===== config.mk =====
export PLATFORM = sky130hd
export DESIGN_NAME = neighbor_table_tracker
export DESIGN_NICKNAME = d
export VERILOG_FILES = /design/src/rtl/ntt_pkg.sv /design/src/rtl/ntt_ctrl.sv /design/src/rtl/ntt_dpath.sv /design/src/rtl/neighbor_table_tracker.sv
export SDC_FILE = /design/constraint.sdc
export NUM_CORES = 2
export LEC_CHECK = 0
export BUFFER_PORTS_ARGS = -buffer_cell sky130_fd_sc_hd__buf_2
export CELL_PAD_IN_SITES_DETAIL_PLACEMENT = 0
export CELL_PAD_IN_SITES_GLOBAL_PLACEMENT = 2
export CORE_UTILIZATION = 48
export DETAILED_ROUTE_END_ITERATION = 10
export GPL_ROUTABILITY_DRIVEN = 0
export PLACE_DENSITY_LB_ADDON = 0.1
export RECOVER_POWER = 100
export SYNTH_ARGS = -nofsm -noshare
export SYNTH_HDL_FRONTEND = slang
export SYNTH_SLANG_ARGS = --single-unit
export TNS_END_PERCENT = 5

===== constraint.sdc =====
create_clock -name clk -period 15.5 [get_ports clk]
set_input_delay 3.1 -clock clk [delete_from_list [all_inputs] [get_ports clk]]
set_output_delay 3.1 -clock clk [all_outputs]
set_load 0.05 [all_outputs]

===== src/rtl/ntt_pkg.sv =====
package ntt_pkg;

	localparam int TABLE_ENTRIES_DEF = 16;
	localparam int MAX_RESULTS       = 16;
	localparam int RES_W             = $clog2(MAX_RESULTS + 1);

	localparam int MAC_W    = 48;
	localparam int WORD_W   = 32;
	localparam int RSSI_W   = 8;
	localparam int STATUS_W = 3;
	localparam int SLOT_W   = 4;
	localparam int COUNT_W  = 5;

	localparam logic [WORD_W-1:0] STALE_RESET = 32'd30000;

	localparam logic OP_OBSERVE = 1'b0;
	localparam logic OP_REPORT  = 1'b1;

	localparam logic [STATUS_W-1:0] ST_UPDATED = 3'd0;
	localparam logic [STATUS_W-1:0] ST_NEW     = 3'd1;
	localparam logic [STATUS_W-1:0] ST_FULL    = 3'd2;
	localparam logic [STATUS_W-1:0] ST_REPORT  = 3'd3;
	localparam logic [STATUS_W-1:0] ST_EMPTY   = 3'd4;

	localparam logic [1:0] SEL_OBS   = 2'd0;
	localparam logic [1:0] SEL_FULL  = 2'd1;
	localparam logic [1:0] SEL_ENTRY = 2'd2;
	localparam logic [1:0] SEL_EMPTY = 2'd3;

	typedef struct packed {
		logic [MAC_W-1:0]  mac;
		logic [WORD_W-1:0] seq;
		logic [WORD_W-1:0] seen;
		logic [RSSI_W-1:0] rssi;
		logic              rssi_ok;
		logic [WORD_W-1:0] hellos;
	} entry_t;

	typedef struct packed {
		logic       cap;
		logic       scan_en;
		logic       ptr_inc;
		logic       commit;
		logic       emit;
		logic [1:0] sel;
	} ctl_t;

	typedef struct packed {
		logic ptr_last;
		logic ptr_used;
		logic found;
		logic occ_zero;
		logic out_free;
		logic rpt_last;
	} sts_t;

endpackage


===== src/rtl/ntt_ctrl.sv =====
module ntt_ctrl (
	input  logic          clk,
	input  logic          arst_n,
	input  logic          in_valid,
	input  logic          opcode,
	output logic          in_stall,
	input  ntt_pkg::sts_t sts,
	output ntt_pkg::ctl_t ctl
);

	localparam logic [2:0] S_IDLE     = 3'd0;
	localparam logic [2:0] S_SCAN     = 3'd1;
	localparam logic [2:0] S_SCAN_END = 3'd2;
	localparam logic [2:0] S_DECIDE   = 3'd3;
	localparam logic [2:0] S_EMIT_OBS = 3'd4;
	localparam logic [2:0] S_RPT      = 3'd5;
	localparam logic [2:0] S_RPT_EMIT = 3'd6;
	localparam logic [2:0] S_EMPTY    = 3'd7;

	logic [2:0] state_q;
	logic [2:0] state_d;

	assign in_stall = (state_q != S_IDLE);

	always_comb begin
		ctl     = '0;
		state_d = state_q;
		case (state_q)
			S_IDLE: begin
				if (in_valid) begin
					ctl.cap = 1'b1;
					state_d = (opcode == ntt_pkg::OP_REPORT) ? S_RPT : S_SCAN;
				end
			end
			S_SCAN: begin
				ctl.scan_en = 1'b1;
				if (sts.ptr_last) begin
					state_d = S_SCAN_END;
				end else begin
					ctl.ptr_inc = 1'b1;
				end
			end
			S_SCAN_END: begin
				state_d = S_DECIDE;
			end
			S_DECIDE: begin
				ctl.commit = sts.found;
				state_d    = S_EMIT_OBS;
			end
			S_EMIT_OBS: begin
				if (sts.out_free) begin
					ctl.emit = 1'b1;
					ctl.sel  = sts.found ? ntt_pkg::SEL_OBS : ntt_pkg::SEL_FULL;
					state_d  = S_IDLE;
				end
			end
			S_RPT: begin
				if (sts.occ_zero) begin
					state_d = S_EMPTY;
				end else if (sts.ptr_used) begin
					state_d = S_RPT_EMIT;
				end else begin
					ctl.ptr_inc = 1'b1;
				end
			end
			S_RPT_EMIT: begin
				if (sts.out_free) begin
					ctl.emit    = 1'b1;
					ctl.sel     = ntt_pkg::SEL_ENTRY;
					ctl.ptr_inc = 1'b1;
					state_d     = sts.rpt_last ? S_IDLE : S_RPT;
				end
			end
			S_EMPTY: begin
				if (sts.out_free) begin
					ctl.emit = 1'b1;
					ctl.sel  = ntt_pkg::SEL_EMPTY;
					state_d  = S_IDLE;
				end
			end
			default: begin
				state_d = S_IDLE;
			end
		endcase
	end

	always_ff @(posedge clk or negedge arst_n) begin
		if (!arst_n) begin
			state_q <= S_IDLE;
		end else begin
			state_q <= state_d;
		end
	end

endmodule


===== src/rtl/ntt_dpath.sv =====
module ntt_dpath #(
	parameter int TABLE_ENTRIES = ntt_pkg::TABLE_ENTRIES_DEF
) (
	input  logic                                 clk,
	input  logic                                 arst_n,
	input  ntt_pkg::ctl_t                        ctl,
	output ntt_pkg::sts_t                        sts,
	input  logic                                 cfg_wr_en,
	input  logic [ntt_pkg::WORD_W-1:0]           cfg_wr_data,
	input  logic [ntt_pkg::MAC_W-1:0]            station_mac,
	input  logic [ntt_pkg::WORD_W-1:0]           msg_sequence,
	input  logic signed [ntt_pkg::RSSI_W-1:0]    signal_rssi,
	input  logic                                 rssi_valid,
	input  logic [ntt_pkg::WORD_W-1:0]           time_now,
	output logic                                 out_valid,
	input  logic                                 out_stall,
	output logic [ntt_pkg::STATUS_W-1:0]         status,
	output logic [ntt_pkg::SLOT_W-1:0]           slot,
	output logic [ntt_pkg::MAC_W-1:0]            entry_mac,
	output logic [ntt_pkg::WORD_W-1:0]           seen_time,
	output logic [ntt_pkg::WORD_W-1:0]           age,
	output logic [ntt_pkg::WORD_W-1:0]           entry_sequence,
	output logic signed [ntt_pkg::RSSI_W-1:0]    entry_rssi,
	output logic                                 entry_rssi_valid,
	output logic [ntt_pkg::WORD_W-1:0]           hello_total,
	output logic                                 is_stale,
	output logic [ntt_pkg::COUNT_W-1:0]          occupied_count,
	output logic                                 last
);

	localparam int IDX_W = $clog2(TABLE_ENTRIES);
	localparam int OCC_W = $clog2(TABLE_ENTRIES + 1);
	localparam int CMP_W = (OCC_W > ntt_pkg::RES_W) ? OCC_W : ntt_pkg::RES_W;
	localparam logic [IDX_W-1:0] LAST_IDX = IDX_W'(TABLE_ENTRIES - 1);

	ntt_pkg::entry_t entry_mem_q [TABLE_ENTRIES];
	ntt_pkg::entry_t rdata_q;
	ntt_pkg::entry_t wdata;

	logic [TABLE_ENTRIES-1:0]     used_q;
	logic [OCC_W-1:0]             occ_q;
	logic [ntt_pkg::WORD_W-1:0]   stale_q;

	logic [ntt_pkg::MAC_W-1:0]    mac_q;
	logic [ntt_pkg::WORD_W-1:0]   seq_q;
	logic [ntt_pkg::RSSI_W-1:0]   rssi_q;
	logic                         rssi_ok_q;
	logic [ntt_pkg::WORD_W-1:0]   now_q;

	logic [IDX_W-1:0]             ptr_q;
	logic                         cmp_s1;
	logic [IDX_W-1:0]             idx_s1;

	logic                         hit_q;
	logic                         free_q;
	logic [IDX_W-1:0]             hit_idx_q;
	logic [IDX_W-1:0]             free_idx_q;
	logic [ntt_pkg::WORD_W-1:0]   hit_hellos_q;

	logic [IDX_W-1:0]             res_idx_q;
	logic                         res_new_q;
	logic [ntt_pkg::WORD_W-1:0]   res_hellos_q;
	logic [ntt_pkg::RES_W-1:0]    emitted_q;
	logic                         out_valid_q;

	logic [IDX_W-1:0]             tgt;
	logic [ntt_pkg::WORD_W-1:0]   hellos_new;
	logic [ntt_pkg::WORD_W-1:0]   age_w;
	logic [CMP_W-1:0]             occ_x;
	logic [CMP_W-1:0]             max_x;
	logic [CMP_W-1:0]             total_x;
	logic [CMP_W-1:0]             next_x;

	assign tgt        = hit_q ? hit_idx_q : free_idx_q;
	assign hellos_new = hit_q ? hit_hellos_q + 32'd1 : 32'd1;
	assign age_w      = now_q - rdata_q.seen;

	assign occ_x   = CMP_W'(occ_q);
	assign max_x   = CMP_W'(ntt_pkg::MAX_RESULTS);
	assign total_x = (occ_x < max_x) ? occ_x : max_x;
	assign next_x  = CMP_W'(emitted_q) + CMP_W'(1);

	assign wdata.mac     = mac_q;
	assign wdata.seq     = seq_q;
	assign wdata.seen    = now_q;
	assign wdata.rssi    = rssi_q;
	assign wdata.rssi_ok = rssi_ok_q;
	assign wdata.hellos  = hellos_new;

	assign sts.ptr_last = (ptr_q == LAST_IDX);
	assign sts.ptr_used = used_q[ptr_q];
	assign sts.found    = hit_q | free_q;
	assign sts.occ_zero = (occ_q == '0);
	assign sts.out_free = !out_valid_q || !out_stall;
	assign sts.rpt_last = (next_x == total_x);

	assign out_valid = out_valid_q;

	always_ff @(posedge clk or negedge arst_n) begin
		if (!arst_n) begin
			stale_q <= ntt_pkg::STALE_RESET;
		end else if (cfg_wr_en) begin
			stale_q <= cfg_wr_data;
		end
	end

	always_ff @(posedge clk) begin
		if (ctl.cap) begin
			mac_q     <= station_mac;
			seq_q     <= msg_sequence;
			rssi_q    <= signal_rssi;
			rssi_ok_q <= rssi_valid;
			now_q     <= time_now;
		end
	end

	// table storage, one registered read port at the scan pointer
	always_ff @(posedge clk) begin
		if (ctl.commit) begin
			entry_mem_q[tgt] <= wdata;
		end
		rdata_q <= entry_mem_q[ptr_q];
	end

	always_ff @(posedge clk or negedge arst_n) begin
		if (!arst_n) begin
			used_q <= '0;
			occ_q  <= '0;
		end else if (ctl.commit) begin
			used_q[tgt] <= 1'b1;
			if (!hit_q) begin
				occ_q <= occ_q + OCC_W'(1);
			end
		end
	end

	always_ff @(posedge clk or negedge arst_n) begin
		if (!arst_n) begin
			ptr_q     <= '0;
			cmp_s1    <= 1'b0;
			hit_q     <= 1'b0;
			free_q    <= 1'b0;
			emitted_q <= '0;
		end else begin
			cmp_s1 <= ctl.scan_en;
			if (ctl.cap) begin
				ptr_q     <= '0;
				hit_q     <= 1'b0;
				free_q    <= 1'b0;
				emitted_q <= '0;
			end else begin
				if (ctl.ptr_inc) begin
					ptr_q <= ptr_q + IDX_W'(1);
				end
				if (cmp_s1) begin
					if (used_q[idx_s1] && (rdata_q.mac == mac_q)) begin
						hit_q <= 1'b1;
					end
					if (!used_q[idx_s1] && !free_q) begin
						free_q <= 1'b1;
					end
				end
				if (ctl.emit && (ctl.sel == ntt_pkg::SEL_ENTRY)) begin
					emitted_q <= emitted_q + ntt_pkg::RES_W'(1);
				end
			end
		end
	end

	always_ff @(posedge clk) begin
		idx_s1 <= ptr_q;
		if (cmp_s1) begin
			if (used_q[idx_s1] && (rdata_q.mac == mac_q)) begin
				hit_idx_q    <= idx_s1;
				hit_hellos_q <= rdata_q.hellos;
			end
			if (!used_q[idx_s1] && !free_q) begin
				free_idx_q <= idx_s1;
			end
		end
		if (ctl.commit) begin
			res_idx_q    <= tgt;
			res_new_q    <= !hit_q;
			res_hellos_q <= hellos_new;
		end
	end

	always_ff @(posedge clk or negedge arst_n) begin
		if (!arst_n) begin
			out_valid_q <= 1'b0;
		end else if (ctl.emit) begin
			out_valid_q <= 1'b1;
		end else if (!out_stall) begin
			out_valid_q <= 1'b0;
		end
	end

	always_ff @(posedge clk) begin
		if (ctl.emit) begin
			occupied_count <= ntt_pkg::COUNT_W'(occ_q);
			case (ctl.sel)
				ntt_pkg::SEL_OBS: begin
					status           <= res_new_q ? ntt_pkg::ST_NEW : ntt_pkg::ST_UPDATED;
					slot             <= ntt_pkg::SLOT_W'(res_idx_q);
					entry_mac        <= mac_q;
					seen_time        <= now_q;
					age              <= '0;
					entry_sequence   <= seq_q;
					entry_rssi       <= rssi_q;
					entry_rssi_valid <= rssi_ok_q;
					hello_total      <= res_hellos_q;
					is_stale         <= 1'b0;
					last             <= 1'b1;
				end
				ntt_pkg::SEL_ENTRY: begin
					status           <= ntt_pkg::ST_REPORT;
					slot             <= ntt_pkg::SLOT_W'(ptr_q);
					entry_mac        <= rdata_q.mac;
					seen_time        <= rdata_q.seen;
					age              <= age_w;
					entry_sequence   <= rdata_q.seq;
					entry_rssi       <= rdata_q.rssi;
					entry_rssi_valid <= rdata_q.rssi_ok;
					hello_total      <= rdata_q.hellos;
					is_stale         <= (age_w > stale_q);
					last             <= sts.rpt_last;
				end
				default: begin
					status           <= (ctl.sel == ntt_pkg::SEL_FULL) ?
						ntt_pkg::ST_FULL : ntt_pkg::ST_EMPTY;
					slot             <= '0;
					entry_mac        <= '0;
					seen_time        <= '0;
					age              <= '0;
					entry_sequence   <= '0;
					entry_rssi       <= '0;
					entry_rssi_valid <= 1'b0;
					hello_total      <= '0;
					is_stale         <= 1'b0;
					last             <= 1'b1;
				end
			endcase
		end
	end

endmodule


===== src/rtl/neighbor_table_tracker.sv =====
// Observe item: full table scan, one entry per cycle through the registered table read port,
// then write-back (when a hit or a free slot was found) and output load.
// Report item: free entries are skipped and occupied entries are emitted, up to 16 results.
// One item is in work at a time; a new item is taken the cycle after its last result is loaded.
// arst_n clears the occupancy bits, count and control and sets the stale threshold to 30000;
// entry contents are not cleared.
module neighbor_table_tracker #(
	parameter int TABLE_ENTRIES = ntt_pkg::TABLE_ENTRIES_DEF
) (
	input  logic                                 clk,
	input  logic                                 arst_n,
	input  logic                                 cfg_wr_en,
	input  logic [ntt_pkg::WORD_W-1:0]           cfg_wr_data,
	input  logic                                 in_valid,
	output logic                                 in_stall,
	input  logic                                 opcode,
	input  logic [ntt_pkg::MAC_W-1:0]            station_mac,
	input  logic [ntt_pkg::WORD_W-1:0]           msg_sequence,
	input  logic signed [ntt_pkg::RSSI_W-1:0]    signal_rssi,
	input  logic                                 rssi_valid,
	input  logic [ntt_pkg::WORD_W-1:0]           time_now,
	output logic                                 out_valid,
	input  logic                                 out_stall,
	output logic [ntt_pkg::STATUS_W-1:0]         status,
	output logic [ntt_pkg::SLOT_W-1:0]           slot,
	output logic [ntt_pkg::MAC_W-1:0]            entry_mac,
	output logic [ntt_pkg::WORD_W-1:0]           seen_time,
	output logic [ntt_pkg::WORD_W-1:0]           age,
	output logic [ntt_pkg::WORD_W-1:0]           entry_sequence,
	output logic signed [ntt_pkg::RSSI_W-1:0]    entry_rssi,
	output logic                                 entry_rssi_valid,
	output logic [ntt_pkg::WORD_W-1:0]           hello_total,
	output logic                                 is_stale,
	output logic [ntt_pkg::COUNT_W-1:0]          occupied_count,
	output logic                                 last
);

	ntt_pkg::ctl_t ctl;
	ntt_pkg::sts_t sts;

	ntt_ctrl u_ctrl (
		.clk      (clk),
		.arst_n   (arst_n),
		.in_valid (in_valid),
		.opcode   (opcode),
		.in_stall (in_stall),
		.sts      (sts),
		.ctl      (ctl)
	);

	ntt_dpath #(
		.TABLE_ENTRIES (TABLE_ENTRIES)
	) u_dpath (
		.clk              (clk),
		.arst_n           (arst_n),
		.ctl              (ctl),
		.sts              (sts),
		.cfg_wr_en        (cfg_wr_en),
		.cfg_wr_data      (cfg_wr_data),
		.station_mac      (station_mac),
		.msg_sequence     (msg_sequence),
		.signal_rssi      (signal_rssi),
		.rssi_valid       (rssi_valid),
		.time_now         (time_now),
		.out_valid        (out_valid),
		.out_stall        (out_stall),
		.status           (status),
		.slot             (slot),
		.entry_mac        (entry_mac),
		.seen_time        (seen_time),
		.age              (age),
		.entry_sequence   (entry_sequence),
		.entry_rssi       (entry_rssi),
		.entry_rssi_valid (entry_rssi_valid),
		.hello_total      (hello_total),
		.is_stale         (is_stale),
		.occupied_count   (occupied_count),
		.last             (last)
	);

endmodule

==> impl_metrics.json <==
{
  "skew_ns": 0.05028,
  "hold_path.class": "flop to flop",
  "ios": 360,
  "fmaxAchievable_mhz": 97.71,
  "reg2reg_depth": 7,
  "fin_crit_ns": 10.23,
  "path_max_fanout": 118,
  "overflow": 0,
  "whs_path_depth": 0,
  "core_um2": 243700,
  "setup_viol": 0,
  "firstDrtPassIters": 6,
  "fin_area_um2": 133300,
  "dp_hpwl_um": 157100,
  "grt_usage": 0.2492,
  "h-tree-depth": 5,
  "numCtsBuffers": 334,
  "synthDistinctLibCells": 71,
  "setup.worst_path.class": "flop to flop",
  "violations": "max-capacitance violations, max-slew violations",
  "drt_iter0_drc": 5610,
  "avgSynthCellArea_um2": 18.44,
  "clk_pin_slew_ns": 0.06,
  "start_kind": "flop",
  "drc": 0,
  "cts_tree": "built",
  "fin_crit_sh": 0.6603,
  "ys_ff_latch": 3071,
  "hold_viol_final": 0,
  "synth_flop_cell": "edfxtp_1",
  "ys_seq_area_frac": 0.7664,
  "synth_top_family_by_area": "multiplexers",
  "fp.dieArea_um2": 247500,
  "synth-warning-count": 0,
  "cts.path.max_buffers": 4,
  "antenna_found_initial": 13,
  "viasPerCell": 5.958,
  "drive_above_1_share": 0.1663,
  "postCtsSetupRepairBufs": 0,
  "synth_fa_ha_area_frac": 0.007708,
  "synth_nets": 6620,
  "ys_top_cells_by_area": "edfxtp_1, mux4_2, mux2i_1, dfxtp_1, a22oi_1",
  "fin_setup_tns_ns": 0,
  "crit_path_end_kind": "flop",
  "p_leak_nw": 43.60,
  "rows": 181,
  "synth-edff-count": 2845,
  "vdd_drop_max_mv": 0.2070,
  "cts_root_buf": "clkbuf_16",
  "netlist_area_um2": 117800,
  "arrival_ns": 11.04,
  "initial_utilization": 0.4836,
  "status": "finished, violations left",
  "worst_pin_slew_ns": 6.526,
  "relSlewSlack": -3.375,
  "hold_start": "u_dpath.rdata_q[3]",
  "floorplan.die.height_um": 497.5,
  "finalMaxSlewViolations": 2369,
  "whs_endpoint": "u_dpath.hit_hellos_q[3]",
  "worstPathRequired_ns": 16.30,
  "synth-xor-area-share": 0.008027,
  "maxCapViolCount": 60,
  "nNetsFinal": 7084,
  "routed_wl_um": 311500,
  "areaGrowthSynthToFinish_pct": 13.09,
  "cts-resized-gates": 0,
  "synth-compound-area-share": 0.06085,
  "grt_pass1_wl_um": 445200,
  "cts-hold-fix-buffers": 0,
  "synth_top_area_share": 0.7250,
  "synth.area.mux_share": 0.1163,
  "grt_max_degree": 136,
  "power.density_nw_per_um2": 189.4,
  "ant_nets": 0,
  "routedWlPerCell_um": 30.20,
  "vias": 61468,
  "portBuffers": 359,
  "clock_sinks": 3071,
  "grt_pass1_vias": 61653,
  "die_width_um": 497.5,
  "synth_largest_area_cell": "edfxtp_1",
  "r2r_slack_ns": 5.27,
  "rsz0062_at_grt": "false",
  "synthArstFlopShare": 0.02247,
  "insertion_delay_ns": 0.94,
  "yosys.area_share.simple": 0.02442,
  "placed_cell_area_um2": 123400,
  "r2r_end": "u_dpath.rdata_q[5]",
  "netlist_instances": 6389,
  "r2r_start": "u_dpath.ptr_q[1]"
}
-- worst max path at each step --
stage	from	end	cells past startpoint
6_report	u_dpath.ptr_q[1]	u_dpath.rdata_q[5]	7
5_1_grt	u_dpath.hit_q	u_dpath.entry_mem_q[1][109]	8
4_1_cts	u_dpath.hit_q	u_dpath.entry_mem_q[1][109]	8
3_5_place_dp	out_stall	u_dpath.seen_time[5]	10
3_3_place_gp	out_stall	u_dpath.is_stale	10
2_1_floorplan	u_ctrl.state_q[0]	u_dpath.used_q[11]	6
-- synth_stat cells (all sizes together) (3+ instances only) --
cell    number
buf        129
clkbuf     213
a221oi     143
o221a       13
nor3        10
and3         4
a21o        18
or3          4
o21a        11
and4         3
nand2      242
dfrtp       62
mux4       327
a21oi      196
and2        30
ha          71
mux2i      445
nor2       234
edfxtp    2845
o41ai        3
mux2       168
dfstp        7
nand2b       9
o211ai       4
a31oi        5
nand3       37
a22oi      297
o22ai        4
o21bai       4
nor3b        3
nand4       28
xnor2       69
o31ai        8
or2         21
nor2b        8
a21boi       4
o21ai      380
a211oi       6
inv         97
dfxtp      157
nor4        11
xor2        39
-- placed cells by master, fill, tap and decap left out, drive strengths merged, types with 18 or more instances in the layout --
cell / n
dfrtp: 62
mux2: 168
or2: 21
xor2: 39
buf: 161
mux4: 327
inv: 104
nand3: 37
and2: 30
o21ai: 380
a221oi: 143
bufinv: 23
a21oi: 196
clkbuf: 783
edfxtp: 2845
nand4: 28
mux2i: 445
dfxtp: 157
nor2: 234
nand2: 242
clkinv: 84
a21o: 18
a22oi: 297
xnor2: 69
ha: 71
-- cells by family (layout without fill, tap and decap cells) --
| logic type | after synthesis | in the layout |
|---|---|---|
| XOR/XNOR | 108 | 108 |
| flip-flops | 3071 | 3071 |
| adder cells (fa/ha/maj) | 72 | 72 |
| buffers and inverters | 439 | 1162 |
| multiplexers | 940 | 940 |
| AO/OA/AOI/OAI | 1107 | 1107 |
| AND/OR/NAND/NOR | 652 | 652 |
| other | 0 | 3 |
-- where the power goes --
group	switching, mW	internal, mW	total (mW)
clock network	3.13	4.59	7.72
logic	4.28	2.38	6.66
registers	0.788	10.1	10.9
total	8.20	17.0	25.2
-- worst max-delay path: stages, from the launching register on --
cell	delay, ns
dfrtp_1	2.29
clkbuf_1	2.59
clkbuf_1	2.54
and2_4	0.98
buf_12	0.79
a221oi_1	0.30
a22oi_1	0.33
nand2_1	0.07
-- per-layer routing --
layer	vias up	GRT usage	part of all wire
met4	8	0.06112	0.023
met5	-	0	0.00015
li1	26579	-	-
met2	1949	0.4047	0.48
met3	413	0.03377	0.054
met1	32519	0.3574	0.44
-- state kept, by name, indices dropped and copies added (netlist names), 5 cells and up --
signal,count
u_dpath.seq_q,32
u_dpath.emitted_q,5
u_dpath.stale_q,32
u_dpath.entry_sequence,32
u_dpath.res_hellos_q,32
u_dpath.entry_mem_q,2448
u_dpath.hello_total,32
u_dpath.mac_q,48
u_dpath.hit_hellos_q,32
u_dpath.occ_q,5
u_dpath.now_q,32
u_dpath.entry_mac,48
u_dpath.age,32
u_dpath.rssi_q,8
u_dpath.used_q,16
u_dpath.occupied_count,5
u_dpath.rdata_q,153
u_dpath.seen_time,32
u_dpath.entry_rssi,8
-- metrics by stage --
stage	utilization	instances	power (mW)	worst slack (ns)	hold WS, ns
after floorplan	-	6389	15.54	4.226	0.3454
after global placement	0.5062	9719	17.68	8.934	0.4202
after detailed placement	0.5062	9719	17.73	8.767	0.4167
after CTS	0.5497	10314	25.44	9.702	0.4389
after global routing	0.5469	10316	26.26	4.759	0.4536
final	0.5469	10317	25.23	5.265	0.4343
-- cell type report --
type                       count  area [um^2]
clock inverter               121         1189
sequential                  3071        90320
timing repair buffer         470         2318
inverter                      97        365.4
multi-input combinational   2879        25670
tap                         3202         4006
fill                       19179       110400
clock buffer                 474         9393
antenna                        3        7.507
No activity file was read; power rests on OpenSTA's default activity.
